<file path="src/hw/rtl/gts_pkg.sv">
// Package: shared codes and defaults for the green thread scheduler.
package gts_pkg;

  localparam int MAX_THREADS_DEF = 64;
  localparam logic [15:0] INTERVAL_RST = 16'd16;
  localparam logic [5:0] AWAIT_CNT_MAX = 6'd63;

  typedef enum logic [1:0] {
    CMD_SPAWN  = 2'd0,
    CMD_YIELD  = 2'd1,
    CMD_FINISH = 2'd2,
    CMD_AWAIT  = 2'd3
  } cmd_t;

  typedef enum logic [1:0] {
    STAT_OK         = 2'd0,
    STAT_FULL       = 2'd1,
    STAT_BAD_TARGET = 2'd2,
    STAT_NO_RUN     = 2'd3
  } status_t;

  typedef enum logic [1:0] {
    MODE_READY   = 2'd0,
    MODE_RUNNING = 2'd1,
    MODE_WAITING = 2'd2,
    MODE_DONE    = 2'd3
  } mode_t;

endpackage

</file>
<file path="src/hw/rtl/gts_ram.sv">
// Generic single-write, single-read RAM with registered read data.
module gts_ram #(
  parameter int WIDTH = 8,
  parameter int DEPTH = 64
) (
  input  logic                     clk,
  input  logic                     we,
  input  logic [$clog2(DEPTH)-1:0] waddr,
  input  logic [WIDTH-1:0]         wdata,
  input  logic [$clog2(DEPTH)-1:0] raddr,
  output logic [WIDTH-1:0]         rdata
);

  logic [WIDTH-1:0] mem [DEPTH];
  logic [WIDTH-1:0] rdata_r;

  always_ff @(posedge clk) begin
    if (we) begin
      mem[waddr] <= wdata;
    end
    rdata_r <= mem[raddr];
  end

  assign rdata = rdata_r;

endmodule

</file>
<file path="src/hw/rtl/gts_mod.sv">
// Iterative 16-bit remainder unit, one quotient bit per cycle.
module gts_mod (
  input  logic        clk,
  input  logic        rst_n,
  input  logic        start,
  input  logic [15:0] dividend,
  input  logic [15:0] divisor,
  output logic        busy,
  output logic [15:0] rem
);

  logic        busy_r, busy_nxt;
  logic [4:0]  cnt_r, cnt_nxt;
  logic [15:0] dvd_r, dvd_nxt;
  logic [15:0] rem_r, rem_nxt;
  logic [16:0] trial;

  always_comb begin
    busy_nxt = busy_r;
    cnt_nxt  = cnt_r;
    dvd_nxt  = dvd_r;
    rem_nxt  = rem_r;
    trial    = {rem_r, dvd_r[15]};
    if (start) begin
      busy_nxt = 1'b1;
      cnt_nxt  = 5'd16;
      dvd_nxt  = dividend;
      rem_nxt  = '0;
    end else if (busy_r) begin
      if (trial >= {1'b0, divisor}) begin
        rem_nxt = 16'(trial - {1'b0, divisor});
      end else begin
        rem_nxt = trial[15:0];
      end
      dvd_nxt = {dvd_r[14:0], 1'b0};
      cnt_nxt = cnt_r - 5'd1;
      if (cnt_r == 5'd1) begin
        busy_nxt = 1'b0;
      end
    end
  end

  always_ff @(posedge clk) begin
    if (!rst_n) begin
      busy_r <= 1'b0;
      cnt_r  <= '0;
    end else begin
      busy_r <= busy_nxt;
      cnt_r  <= cnt_nxt;
    end
    dvd_r <= dvd_nxt;
    rem_r <= rem_nxt;
  end

  assign busy = busy_r;
  assign rem  = rem_r;

endmodule

</file>
<file path="src/hw/rtl/green_thread_scheduler_core.sv">
// Top level: green thread scheduler with slot table, ready FIFO and sequencer.
//
//   channel  | ports                               | flow
//   ---------+-------------------------------------+------------------------
//   in       | in_valid/in_ready, command, target  | one event per transaction
//   out      | out_valid/out_ready, six fields     | one result per event
//   cfg      | cfg_wr_en, cfg_wr_data              | starvation interval write
//
// Slot table: every access goes through the one read port of the slot RAM
// (a read state sets the address, the next state checks the registered
// data). Spawn probes the slots in order; a scheduler call (await first
// reads and counts its target) updates the current slot, waits on the
// remainder unit, runs the waiter scan when due, which reads the target of
// each waiting slot and wakes at most one, then dispatches and writes the
// result. Reset: a clearing pass writes every slot-table row; in_ready
// stays low until it finishes. A result waiting on out_ready holds the block
// in its final state; the next event is taken once that result has left.
module green_thread_scheduler_core #(
  parameter int MAX_THREADS = gts_pkg::MAX_THREADS_DEF
) (
  input  logic        clk,
  input  logic        rst_n,
  input  logic        in_valid,
  output logic        in_ready,
  input  logic [1:0]  in_command,
  input  logic [5:0]  in_target_id,
  output logic        out_valid,
  input  logic        out_ready,
  output logic [1:0]  out_status,
  output logic [5:0]  out_new_id,
  output logic        out_dispatched,
  output logic [5:0]  out_running_id,
  output logic        out_woken_valid,
  output logic [5:0]  out_woken_id,
  input  logic        cfg_wr_en,
  input  logic [15:0] cfg_wr_data
);

  localparam int SW   = $clog2(MAX_THREADS);
  localparam int CW   = SW + 1;
  localparam logic [SW-1:0] LAST_IDX = SW'(MAX_THREADS - 1);
  localparam logic [CW-1:0] FIFO_CAP = CW'(MAX_THREADS);

  // one slot-table row
  typedef struct packed {
    logic              used;
    gts_pkg::mode_t    mode;
    logic [SW-1:0]     awaited;
    logic [5:0]        count;
    logic              queued;
  } entry_t;

  localparam int EW = $bits(entry_t);

  typedef enum logic [19:0] {
    S_CLR      = 20'h00001,
    S_IDLE     = 20'h00002,
    S_SP_RD    = 20'h00004,
    S_SP_CHK   = 20'h00008,
    S_TGT_RD   = 20'h00010,
    S_TGT_CHK  = 20'h00020,
    S_CUR_RD   = 20'h00040,
    S_CUR_UPD  = 20'h00080,
    S_MOD      = 20'h00100,
    S_SC_RD    = 20'h00200,
    S_SC_CHK   = 20'h00400,
    S_SC_TRD   = 20'h00800,
    S_SC_TCHK  = 20'h01000,
    S_SC_WAKE  = 20'h02000,
    S_DQ_RD    = 20'h04000,
    S_DQ_S     = 20'h08000,
    S_DQ_CHK   = 20'h10000,
    S_OLD_RD   = 20'h20000,
    S_OLD_CHK  = 20'h40000,
    S_FIN      = 20'h80000
  } state_t;

  state_t           state_r, state_nxt;
  logic [SW-1:0]    idx_r, idx_nxt;
  gts_pkg::cmd_t    cmd_r, cmd_nxt;
  logic [5:0]       tgt_r, tgt_nxt;
  entry_t           word_r, word_nxt;
  logic [SW-1:0]    slot_r, slot_nxt;
  logic [SW-1:0]    head_r, head_nxt;
  logic [SW-1:0]    tail_r, tail_nxt;
  logic [CW-1:0]    cnt_r, cnt_nxt;
  logic [SW-1:0]    cur_r, cur_nxt;
  logic [15:0]      cc_r, cc_nxt;
  logic [15:0]      intv_r, intv_nxt;
  gts_pkg::status_t status_r, status_nxt;
  logic [SW-1:0]    new_id_r, new_id_nxt;
  logic             disp_r, disp_nxt;
  logic             wv_r, wv_nxt;
  logic [SW-1:0]    wid_r, wid_nxt;

  logic             outv_r, outv_nxt;
  logic [1:0]       o_status_r, o_status_nxt;
  logic [5:0]       o_new_r, o_new_nxt;
  logic             o_disp_r, o_disp_nxt;
  logic [5:0]       o_run_r, o_run_nxt;
  logic             o_wv_r, o_wv_nxt;
  logic [5:0]       o_wid_r, o_wid_nxt;

  // slot table and ready FIFO ports
  logic             e_we;
  logic [SW-1:0]    e_waddr, e_raddr;
  entry_t           e_wdata, w;
  logic [EW-1:0]    e_rdata;
  logic             f_we;
  logic [SW-1:0]    f_rdata;

  logic             push_en;
  logic [SW-1:0]    push_id;
  logic             room;
  logic             mod_start, mod_busy;
  logic [15:0]      mod_rem;
  logic             out_free;

  gts_ram #(.WIDTH(EW), .DEPTH(MAX_THREADS)) u_slot_ram (
    .clk   (clk),
    .we    (e_we),
    .waddr (e_waddr),
    .wdata (e_wdata),
    .raddr (e_raddr),
    .rdata (e_rdata)
  );

  gts_ram #(.WIDTH(SW), .DEPTH(MAX_THREADS)) u_fifo_ram (
    .clk   (clk),
    .we    (f_we),
    .waddr (tail_r),
    .wdata (push_id),
    .raddr (head_r),
    .rdata (f_rdata)
  );

  // call_counter % starvation_interval, worked out bit by bit
  gts_mod u_mod (
    .clk      (clk),
    .rst_n    (rst_n),
    .start    (mod_start),
    .dividend (16'(cc_r + 16'd1)),
    .divisor  (intv_r),
    .busy     (mod_busy),
    .rem      (mod_rem)
  );

  assign w        = entry_t'(e_rdata);
  assign room     = (cnt_r < FIFO_CAP);
  assign out_free = !outv_r || out_ready;

  always_comb begin
    state_nxt  = state_r;
    idx_nxt    = idx_r;
    cmd_nxt    = cmd_r;
    tgt_nxt    = tgt_r;
    word_nxt   = word_r;
    slot_nxt   = slot_r;
    head_nxt   = head_r;
    tail_nxt   = tail_r;
    cnt_nxt    = cnt_r;
    cur_nxt    = cur_r;
    cc_nxt     = cc_r;
    intv_nxt   = cfg_wr_en ? cfg_wr_data : intv_r;
    status_nxt = status_r;
    new_id_nxt = new_id_r;
    disp_nxt   = disp_r;
    wv_nxt     = wv_r;
    wid_nxt    = wid_r;
    e_we       = 1'b0;
    e_waddr    = idx_r;
    e_wdata    = w;
    e_raddr    = idx_r;
    push_en    = 1'b0;
    push_id    = idx_r;
    mod_start  = 1'b0;

    unique case (state_r)
      S_CLR: begin
        e_we    = 1'b1;
        e_waddr = idx_r;
        e_wdata = '0;
        if (idx_r == '0) begin
          e_wdata.used = 1'b1;
          e_wdata.mode = gts_pkg::MODE_RUNNING;
        end
        if (idx_r == LAST_IDX) begin
          state_nxt = S_IDLE;
        end else begin
          idx_nxt = idx_r + SW'(1);
        end
      end

      S_IDLE: begin
        if (in_valid) begin
          cmd_nxt    = gts_pkg::cmd_t'(in_command);
          tgt_nxt    = in_target_id;
          status_nxt = gts_pkg::STAT_OK;
          new_id_nxt = '0;
          disp_nxt   = 1'b0;
          wv_nxt     = 1'b0;
          wid_nxt    = '0;
          idx_nxt    = '0;
          unique case (gts_pkg::cmd_t'(in_command)) inside
            gts_pkg::CMD_SPAWN: state_nxt = S_SP_RD;
            gts_pkg::CMD_YIELD, gts_pkg::CMD_FINISH: state_nxt = S_CUR_RD;
            gts_pkg::CMD_AWAIT: begin
              if (32'(in_target_id) >= 32'(MAX_THREADS)) begin
                status_nxt = gts_pkg::STAT_BAD_TARGET;
                state_nxt  = S_FIN;
              end else begin
                state_nxt = S_TGT_RD;
              end
            end
            default: state_nxt = S_FIN;
          endcase
        end
      end

      S_SP_RD: begin
        e_raddr   = idx_r;
        state_nxt = S_SP_CHK;
      end

      S_SP_CHK: begin
        if (!w.used) begin
          e_wdata         = w;
          e_wdata.used    = 1'b1;
          e_wdata.mode    = gts_pkg::MODE_READY;
          e_wdata.awaited = '0;
          e_wdata.count   = '0;
          push_en         = !w.queued && room;
          push_id         = idx_r;
          e_wdata.queued  = w.queued || room;
          e_we            = 1'b1;
          e_waddr         = idx_r;
          new_id_nxt      = idx_r;
          state_nxt       = S_FIN;
        end else if (idx_r == LAST_IDX) begin
          status_nxt = gts_pkg::STAT_FULL;
          state_nxt  = S_FIN;
        end else begin
          idx_nxt   = idx_r + SW'(1);
          state_nxt = S_SP_RD;
        end
      end

      S_TGT_RD: begin
        e_raddr   = SW'(tgt_r);
        state_nxt = S_TGT_CHK;
      end

      S_TGT_CHK: begin
        if (!w.used) begin
          status_nxt = gts_pkg::STAT_BAD_TARGET;
          state_nxt  = S_FIN;
        end else begin
          e_wdata = w;
          if (w.count != gts_pkg::AWAIT_CNT_MAX) begin
            e_wdata.count = w.count + 6'd1;
          end
          e_we      = 1'b1;
          e_waddr   = SW'(tgt_r);
          state_nxt = S_CUR_RD;
        end
      end

      S_CUR_RD: begin
        e_raddr   = cur_r;
        state_nxt = S_CUR_UPD;
      end

      S_CUR_UPD: begin
        e_wdata = w;
        case (cmd_r)
          gts_pkg::CMD_YIELD: begin
            if (w.mode == gts_pkg::MODE_RUNNING) begin
              e_wdata.mode   = gts_pkg::MODE_READY;
              push_en        = !w.queued && room;
              push_id        = cur_r;
              e_wdata.queued = w.queued || room;
            end
          end
          gts_pkg::CMD_FINISH: e_wdata.mode = gts_pkg::MODE_DONE;
          gts_pkg::CMD_AWAIT: begin
            e_wdata.awaited = SW'(tgt_r);
            e_wdata.mode    = gts_pkg::MODE_WAITING;
          end
          default: e_wdata = w;
        endcase
        e_we      = 1'b1;
        e_waddr   = cur_r;
        cc_nxt    = cc_r + 16'd1;
        mod_start = 1'b1;
        state_nxt = S_MOD;
      end

      S_MOD: begin
        if (!mod_busy) begin
          idx_nxt = '0;
          if (cnt_r == '0 || (intv_r != '0 && mod_rem == '0)) begin
            state_nxt = S_SC_RD;
          end else begin
            state_nxt = S_DQ_RD;
          end
        end
      end

      S_SC_RD: begin
        e_raddr   = idx_r;
        state_nxt = S_SC_CHK;
      end

      S_SC_CHK: begin
        word_nxt = w;
        if (w.used && w.mode == gts_pkg::MODE_WAITING) begin
          state_nxt = S_SC_TRD;
        end else if (idx_r == LAST_IDX) begin
          state_nxt = S_DQ_RD;
        end else begin
          idx_nxt   = idx_r + SW'(1);
          state_nxt = S_SC_RD;
        end
      end

      S_SC_TRD: begin
        e_raddr   = word_r.awaited;
        state_nxt = S_SC_TCHK;
      end

      S_SC_TCHK: begin
        if (w.mode == gts_pkg::MODE_DONE) begin
          e_wdata = w;
          if (w.count != '0) begin
            e_wdata.count = w.count - 6'd1;
          end
          // last awaiter gone: release the target slot, queue mark stays
          if (e_wdata.count == '0) begin
            e_wdata.used    = 1'b0;
            e_wdata.mode    = gts_pkg::MODE_READY;
            e_wdata.awaited = '0;
          end
          e_we      = 1'b1;
          e_waddr   = word_r.awaited;
          wv_nxt    = 1'b1;
          wid_nxt   = idx_r;
          state_nxt = S_SC_WAKE;
        end else if (idx_r == LAST_IDX) begin
          state_nxt = S_DQ_RD;
        end else begin
          idx_nxt   = idx_r + SW'(1);
          state_nxt = S_SC_RD;
        end
      end

      S_SC_WAKE: begin
        e_wdata         = word_r;
        e_wdata.mode    = gts_pkg::MODE_READY;
        e_wdata.awaited = '0;
        push_en         = !word_r.queued && room;
        push_id         = idx_r;
        e_wdata.queued  = word_r.queued || room;
        e_we            = 1'b1;
        e_waddr         = idx_r;
        state_nxt       = S_DQ_RD;
      end

      S_DQ_RD: begin
        if (cnt_r == '0) begin
          status_nxt = gts_pkg::STAT_NO_RUN;
          state_nxt  = S_FIN;
        end else begin
          head_nxt  = (head_r == LAST_IDX) ? '0 : head_r + SW'(1);
          cnt_nxt   = cnt_r - CW'(1);
          state_nxt = S_DQ_S;
        end
      end

      S_DQ_S: begin
        slot_nxt  = f_rdata;
        e_raddr   = f_rdata;
        state_nxt = S_DQ_CHK;
      end

      S_DQ_CHK: begin
        e_wdata        = w;
        e_wdata.queued = 1'b0;
        e_we           = 1'b1;
        e_waddr        = slot_r;
        if (w.used && (w.mode == gts_pkg::MODE_READY ||
                       w.mode == gts_pkg::MODE_RUNNING)) begin
          e_wdata.mode = gts_pkg::MODE_RUNNING;
          cur_nxt      = slot_r;
          slot_nxt     = cur_r;
          status_nxt   = gts_pkg::STAT_OK;
          disp_nxt     = 1'b1;
          state_nxt    = (cur_r != slot_r) ? S_OLD_RD : S_FIN;
        end else begin
          status_nxt = gts_pkg::STAT_NO_RUN;
          state_nxt  = S_FIN;
        end
      end

      S_OLD_RD: begin
        e_raddr   = slot_r;
        state_nxt = S_OLD_CHK;
      end

      S_OLD_CHK: begin
        if (w.mode == gts_pkg::MODE_RUNNING) begin
          e_wdata        = w;
          e_wdata.mode   = gts_pkg::MODE_READY;
          push_en        = !w.queued && room;
          push_id        = slot_r;
          e_wdata.queued = w.queued || room;
          e_we           = 1'b1;
          e_waddr        = slot_r;
        end
        state_nxt = S_FIN;
      end

      S_FIN: begin
        if (out_free) begin
          state_nxt = S_IDLE;
        end
      end

      default: state_nxt = S_IDLE;
    endcase

    // push never shares a cycle with a pop
    f_we = push_en;
    if (push_en) begin
      tail_nxt = (tail_r == LAST_IDX) ? '0 : tail_r + SW'(1);
      cnt_nxt  = cnt_r + CW'(1);
    end
  end

  // output register
  always_comb begin
    outv_nxt     = outv_r && !out_ready;
    o_status_nxt = o_status_r;
    o_new_nxt    = o_new_r;
    o_disp_nxt   = o_disp_r;
    o_run_nxt    = o_run_r;
    o_wv_nxt     = o_wv_r;
    o_wid_nxt    = o_wid_r;
    if (state_r == S_FIN && out_free) begin
      outv_nxt     = 1'b1;
      o_status_nxt = status_r;
      o_new_nxt    = 6'(new_id_r);
      o_disp_nxt   = disp_r;
      o_run_nxt    = 6'(cur_r);
      o_wv_nxt     = wv_r;
      o_wid_nxt    = 6'(wid_r);
    end
  end

  always_ff @(posedge clk) begin
    if (!rst_n) begin
      state_r <= S_CLR;
      idx_r   <= '0;
      head_r  <= '0;
      tail_r  <= '0;
      cnt_r   <= '0;
      cur_r   <= '0;
      cc_r    <= '0;
      intv_r  <= gts_pkg::INTERVAL_RST;
      outv_r  <= 1'b0;
    end else begin
      state_r <= state_nxt;
      idx_r   <= idx_nxt;
      head_r  <= head_nxt;
      tail_r  <= tail_nxt;
      cnt_r   <= cnt_nxt;
      cur_r   <= cur_nxt;
      cc_r    <= cc_nxt;
      intv_r  <= intv_nxt;
      outv_r  <= outv_nxt;
    end
    cmd_r      <= cmd_nxt;
    tgt_r      <= tgt_nxt;
    word_r     <= word_nxt;
    slot_r     <= slot_nxt;
    status_r   <= status_nxt;
    new_id_r   <= new_id_nxt;
    disp_r     <= disp_nxt;
    wv_r       <= wv_nxt;
    wid_r      <= wid_nxt;
    o_status_r <= o_status_nxt;
    o_new_r    <= o_new_nxt;
    o_disp_r   <= o_disp_nxt;
    o_run_r    <= o_run_nxt;
    o_wv_r     <= o_wv_nxt;
    o_wid_r    <= o_wid_nxt;
  end

  assign in_ready        = (state_r == S_IDLE);
  assign out_valid       = outv_r;
  assign out_status      = o_status_r;
  assign out_new_id      = o_new_r;
  assign out_dispatched  = o_disp_r;
  assign out_running_id  = o_run_r;
  assign out_woken_valid = o_wv_r;
  assign out_woken_id    = o_wid_r;

endmodule

</file>
<file path="config.mk">
export PLATFORM = sky130hd
export DESIGN_NAME = green_thread_scheduler_core
export DESIGN_NICKNAME = d
export VERILOG_FILES = /design/src/hw/rtl/gts_pkg.sv /design/src/hw/rtl/gts_ram.sv /design/src/hw/rtl/gts_mod.sv /design/src/hw/rtl/green_thread_scheduler_core.sv
export SDC_FILE = /design/constraint.sdc
export NUM_CORES = 2
export LEC_CHECK = 0
export CORE_MARGIN = 3
export CORE_UTILIZATION = 30
export CTS_BUF_LIST = sky130_fd_sc_hd__clkbuf_16
export CTS_CLUSTER_SIZE = 10
export DETAILED_ROUTE_END_ITERATION = 8
export DONT_BUFFER_PORTS = 1
export GPL_ROUTABILITY_DRIVEN = 0
export PLACE_DENSITY = 0.49
export SYNTH_ARGS = -nofsm -noshare
export SYNTH_HDL_FRONTEND = slang
export SYNTH_SLANG_ARGS = --single-unit
</file>
<file path="constraint.sdc">
create_clock -name clk -period 5.1 [get_ports clk]
set_input_delay 0.255 -clock clk [delete_from_list [all_inputs] [get_ports clk]]
set_output_delay 0.255 -clock clk [all_outputs]
set_load 0.005 [all_outputs]
</file>
# Yosys cells after proc, flatten, opt, wreduce, memory -nomap -nowiden
# Memory sizes are Yosys's and may differ from the RTL's. A register that Yosys moved wholly into a read port is not among the register bits.
# Index checks and enable logic that the tools add are counted.
[word_totals]
ff_bits = 188
mem_bits_rw = 1408
mem_count = 2
elab_cells = 237
input_bits = 29
[memory_table]
columns = ["memory", "depth", "width", "read_ports", "rd_clocked_by_memory_dff", "write_ports", "line", "text"]
rows = [
  ["u_slot_ram.mem", 64, 16, 1, 1, 1, "gts_ram.sv:14", "logic [WIDTH-1:0] mem [DEPTH];"],
  ["u_fifo_ram.mem", 64, 6, 1, 1, 1, "gts_ram.sv:14", ""],
]
[classes]
order_cmp = 2
mux = 94
bitwise = 2
add_sub_neg = 10
reduce_logical = 46
n_eq_ne = 49
[op_table]
columns = ["op", "n"]
rows = [
  ["20-bit case mux with 20 select lines", 1],
  ["20-bit two-way mux", 11],
  ["16-bit case mux with 8 select lines", 1],
  ["6-bit two-way mux", 21],
  ["16-bit two-way mux", 5],
  ["15-bit two-way mux", 5],
  ["20-bit case mux with 3 select lines", 1],
  ["6-bit case mux with 5 select lines", 2],
  ["6-bit case mux with 2 select lines", 4],
  ["6-bit case mux with 6 select lines", 1],
  ["2-bit inequality test, second input constant", 13],
  ["6-bit by 1-bit adder with 6-bit output, second input constant", 4],
  ["1-bit two-way mux", 21],
  ["7-bit two-way mux", 3],
  ["20-bit by 1-bit == test with 1-bit output, second input constant", 1],
  ["20-bit by 10-bit == test with 1-bit output, second input constant", 1],
  ["20-bit by 11-bit == test with 1-bit output, second input constant", 1],
  ["20-bit by 12-bit == test with 1-bit output, second input constant", 1],
  ["20-bit by 13-bit == test with 1-bit output, second input constant", 1],
  ["20-bit by 14-bit == test with 1-bit output, second input constant", 1],
  ["20-bit by 15-bit == test with 1-bit output, second input constant", 1],
  ["20-bit by 16-bit == test with 1-bit output, second input constant", 1],
  ["20-bit by 17-bit == test with 1-bit output, second input constant", 1],
  ["20-bit by 18-bit == test with 1-bit output, second input constant", 1],
  ["52 further kinds", 100],
]

# Logic depth before layout (Yosys ltp)
[logic_depth]
depth_word = 8
depth_mapped = 19

# Hierarchy
# A second synthesis with hierarchy kept.
[unflattened]
hier_cells = 3723
area_unflattened_um2 = 66093.4
[modules_own_cells]
columns = ["mod", "n_inst", "area_per_inst_um2", "cells_per_inst"]
rows = [
  ["gts_ram (u_slot_ram)", 1, 40042.2, 1829],
  ["gts_ram (u_fifo_ram)", 1, 15205.8, 729],
  ["green_thread_scheduler_core", 1, 8170.3, 872],
  ["gts_mod", 1, 2675.1, 293],
]

# Worst setup path before layout
# No wires, ideal clock.
[synth_timing]
path_type = "register -> register"
from = "register state_r[8]"
to = "memory u_slot_ram.mem[0][3] (netlist bit) (data pin)"
t_required_ns = 4.398
arrival_time_ns = 4.709
slack_ns = -0.311
path_stages_with_launch = 9
path_buffers = 1
period_less_slack_ns = 5.411
path_cell_list = "dfxtp_1 > nor4_4 > nand4_2 > or4_1 > clkbuf_1 > nand3_1 > nor3_1 > and3_1 > o21ai_0"
[synth_lines]
columns = ["element", "line", "text"]
rows = [
  ["from (decl)", "green_thread_scheduler_core.sv:78", "state_t state_r, state_nxt;"],
  ["from (signal assigned)", "green_thread_scheduler_core.sv:471", "state_r <= state_nxt;"],
  ["to (decl)", "gts_ram.sv:14", ""],
]

# Worst setup path after layout
[layout_timing]
from = "register state_r[0]"
to = "memory u_slot_ram.mem[25][3] (netlist bit) (enable)"
[layout_between]
elab_chain_cells = 5
word_cells_on_any_way = 13
cone_classes = "eq/ne (8); mux (4); reduce/logical (1)"
[layout_rtl]
columns = ["element", "line", "text"]
rows = [
  ["20-bit by 17-bit == test with 1-bit output, or another cell as far along", "green_thread_scheduler_core.sv:178", "unique case (state_r)"],
  ["4-bit OR reduction (no line)", "-", ""],
  ["1-bit case mux with 5 select lines", "green_thread_scheduler_core.sv:178", ""],
  ["1-bit two-way mux", "gts_ram.sv:18", "if (we) begin"],
  ["1-bit two-way mux (not written as such)", "gts_ram.sv:19", "mem[waddr] <= wdata;"],
]
# Several ways; a longest one is shown, not always the timed one.

==> impl_metrics.ini <==
[floorplanning]
die_w_um = 475
fp.dieH_um = 475
dieArea_um2 = 225000
io_pins = 53
start_util_pct = 30.3
core_um2 = 218000
rows = 171

[clock_network]
cts_buffer_depth = 3
cts.sinks = 1618
cts_tree = yes
cts_max_level = 4
clkTransAtPathRegs_ns = 0.06
postCtsSetupRepairBufs = 0
numCtsBuffers = 184
cts-root-buf = clkbuf_16
clock_latency_ns = 0.83

[power]
p_seq_share_pct = 51.9
p_switching_mw = 6.66
total_power_mw = 28.4
pwr-share-clk_pct = 41.7
ir_drop_uv = 319
intPower_mw = 21.8
p_sw_share_pct = 23.4
power.density_nw_per_um2 = 371
pwr-share-comb_pct = 6.4
power_leakage_nw = 26.5

[logic_synthesis]
ys_seq_area_share_pct = 71.8
synth_ff_type = edfxtp_1
synthesis.area_um2 = 65900
synth_top_cell_by_area = edfxtp_1
synth-simple-area-share_pct = 11.6
yosys_warnings = 0
synthMuxAreaShare_pct = 6.91
ys_types = 76
syn_area_per_cell_um2 = 14.3
synth_fa_ha_area_share_pct = 0.706
synth-xor-area-share_pct = 0.877
synth_compound_area_share_pct = 6.27
netlist.area_leader.share_pct = 67.9
synthArstFlopShare_pct = 0
syn_inst = 4612
synth.ff_latch_count = 1618
synthesis.nets = 4677
synth_edf_count = 1490
synth_top_family_by_area = simple AND/OR/NAND/NOR gates
ys_top_cells_by_area = edfxtp_1, nand2_1, mux4_2

[sta]
report.final.setup_viol = 0
finalHoldViolCount = 0
min_period_ns = 5.01
finalCritPeriodShare_pct = 98.3
slew_headroom_pct = 29.7
fin_tns_setup_ns = 0
fin_worst_skew_ns = 0.0437
slew_viol_final = 0
max_slew.worst_pin.slew_ns = 1.05
timing.fmax_ghz = 0.199
rsz0062_at_grt = yes

[critical_path]
critical_path_class = reg2reg
cp-endpoint = u_slot_ram.mem[25][3]
startpoint = state_r[0]
critPathArrivalTime_ns = 5.49
rrSetupSlack_ns = 0.09
r2r-start = state_r[0]
crit_fanout = 16
required_ns = 5.57
startpoint_type = flop
reg2reg_to = u_slot_ram.mem[25][3]
crit_path_end_kind = flop
ff2ff_path_depth = 12

[drt]
num_vias = 39600
avgRoutedWirePerCell_um = 24.3
drc = 0
via_per_inst = 5.11
routed_wl_mm = 189
drt_iter0_markers = 3656
drtPass1Iterations = 8
antenna_left = 0

[global_routing]
antenna_found_initial = 3
overflow = 0
grt_pass1_vias = 39000
track_usage_pct = 16.4
grt_max_degree = 74
grt_first_pass_wirelength_mm = 276

[hold_path]
hp-class = in2reg
whs_path_depth = 1
hp-start = in_target_id[0]

[cells_and_area]
drive_above_1_share_pct = 14.2
design_area_um2 = 76500
seq_area_um2 = 47300
fill_cells = 20900
fin_nets = 4873
area_growth_pct = 16.1
multi_input_area_um2 = 17600

[flow_run]
maxCapViolations = 0

[run_status]
outcome = completed

[place]
placed_cell_area_um2 = 70900
hpwlAfterDp_mm = 116
port_buffers = 0
[metrics by stage]
step | util, % | setup slack (ns) | cells | hold WS (ns)
6_report | 35.1 | 0.0871 | 7754 | 0.103
5_1_grt | 35.1 | -0.0463 | 7753 | 0.0637
4_1_cts | 35.1 | 0.0849 | 7752 | 0.0359
3_5_place_dp | 32.5 | 0.113 | 7446 | 0.354
3_3_place_gp | 32.5 | 0.183 | 7446 | 0.354
2_1_floorplan | - | 0.555 | 4612 | 0.354
[how the worst min path moves through the flow]
stage / end / slack (ns)
floorplan: cmd_r[0] / 0.35
global placement: tgt_r[1] / 0.35
finish: tgt_r[0] / 0.10
CTS: tgt_r[1] / 0.04
global route: tgt_r[4] / 0.06
detailed placement: tgt_r[1] / 0.35
[power by group through the flow]
stage                     clock network [mW]  logic, mW  registers (mW)
after global placement                     0       1.79            15.0
after CTS                               12.2       1.84            14.7
after global routing                    12.7       1.99            14.7
after detailed placement                   0       1.80            15.0
after floorplan                            0       1.11            14.9
final                                   11.9       1.83            14.7
[timing repair]
action | CTS | global route
gates resized for setup | 0 | 4
hold buffers | 30 | 0
endpoints found under the hold margin | 107 | 0
endpoints found under the setup margin | 0 | 37
[layer usage]
layer / up-vias / routed length [µm] / track usage [%]
li1: 17900 / - / -
met1: 20300 / 86900 / 23.5
met2: 1149 / 87500 / 26.1
met3: 254 / 9310 / 2.35
met4: 2 / 4960 / 4.72
met5: - / 13 / 0
[critical path, stage by stage (launching register included)]
cell       delay [ns]
dfxtp_1          0.38
nor4_4           0.48
nand4_2          0.34
or4_1            0.61
inv_1            0.10
a2111oi_0        0.09
o21bai_1         0.19
a21oi_1          0.14
buf_4            0.22
a211oi_2         0.66
nand3_1          0.73
nor2_2           0.39
buf_4            0.33
[sequential cells by signal, indices dropped and copies added, names as in the netlist, 5 cells and up]
signal            flops
cnt_r                 7
tail_r                6
u_fifo_ram.mem      384
cur_r                 6
idx_r                 6
wid_r                 6
intv_r               16
word_r               14
out_woken_id          6
out_running_id        6
u_fifo_ram.rdata      6
new_id_r              6
cc_r                 16
u_mod.rem            16
state_r              20
head_r                6
out_new_id            6
u_slot_ram.mem     1024
slot_r                6
tgt_r                 6
u_slot_ram.rdata     16
u_mod.dvd_r          16
u_mod.cnt_r           5
[synth_stat cells (5+ instances only)]
library cell  count
nand3_1         233
and3_1           78
nor4_1           24
nor3_1           33
nand3b_1          9
nand4_1          29
a22o_1            6
edfxtp_1       1490
dfxtp_1         128
clkbuf_1        215
a222oi_1          8
and4_1            6
buf_1            39
mux4_2          126
o31ai_1          67
nor2b_1          45
nor2_1          222
nand2b_1         16
inv_1            46
nor4b_1           9
buf_2            22
xnor2_1          41
o21ai_0          57
and2_1           42
a32o_1           64
a31oi_1          70
a22oi_1          13
xor2_1           25
nand2_1         862
or2_2            15
or4_1            12
a21oi_1         109
a211o_1           5
nand4b_1          6
or3_1            13
ha_1             34
o22ai_1          66
a21boi_0         12
mux2i_1         168
o21a_1            8
a211oi_1         72
[placed cells by master, fill, tap and decap left out, drive strengths merged, types with 58 or more instances in the layout]
cell / instances
o21ai: 58
inv: 113
a21oi: 109
mux4: 126
nand2: 862
nor2: 222
buf: 257
clkbuf: 185
o31ai: 67
and3: 78
edfxtp: 1490
a211oi: 73
a32o: 64
nand3: 234
dfxtp: 128
o22ai: 66
a31oi: 70
mux2i: 168
[cell families after synthesis]
kind of cell | after synthesis
simple gates | 1677
flops | 1618
compound gates | 596
buf+inv | 322
mux | 297
xor+xnor | 66
fa+ha+maj | 36
[final cells by class]
| type | count | area share, % |
|---|---|---|
| Tap cell | 2854 | 4.67 |
| Timing Repair Buffer | 286 | 3.29 |
| Multi-Input combinational cell | 2672 | 23.0 |
| Inverter | 46 | 0.226 |
| Clock buffer | 185 | 6.05 |
| Clock inverter | 91 | 0.891 |
| Sequential cell | 1618 | 61.8 |
| Antenna cell | 2 | 0.00654 |
(Power assumes the default switching activity.)
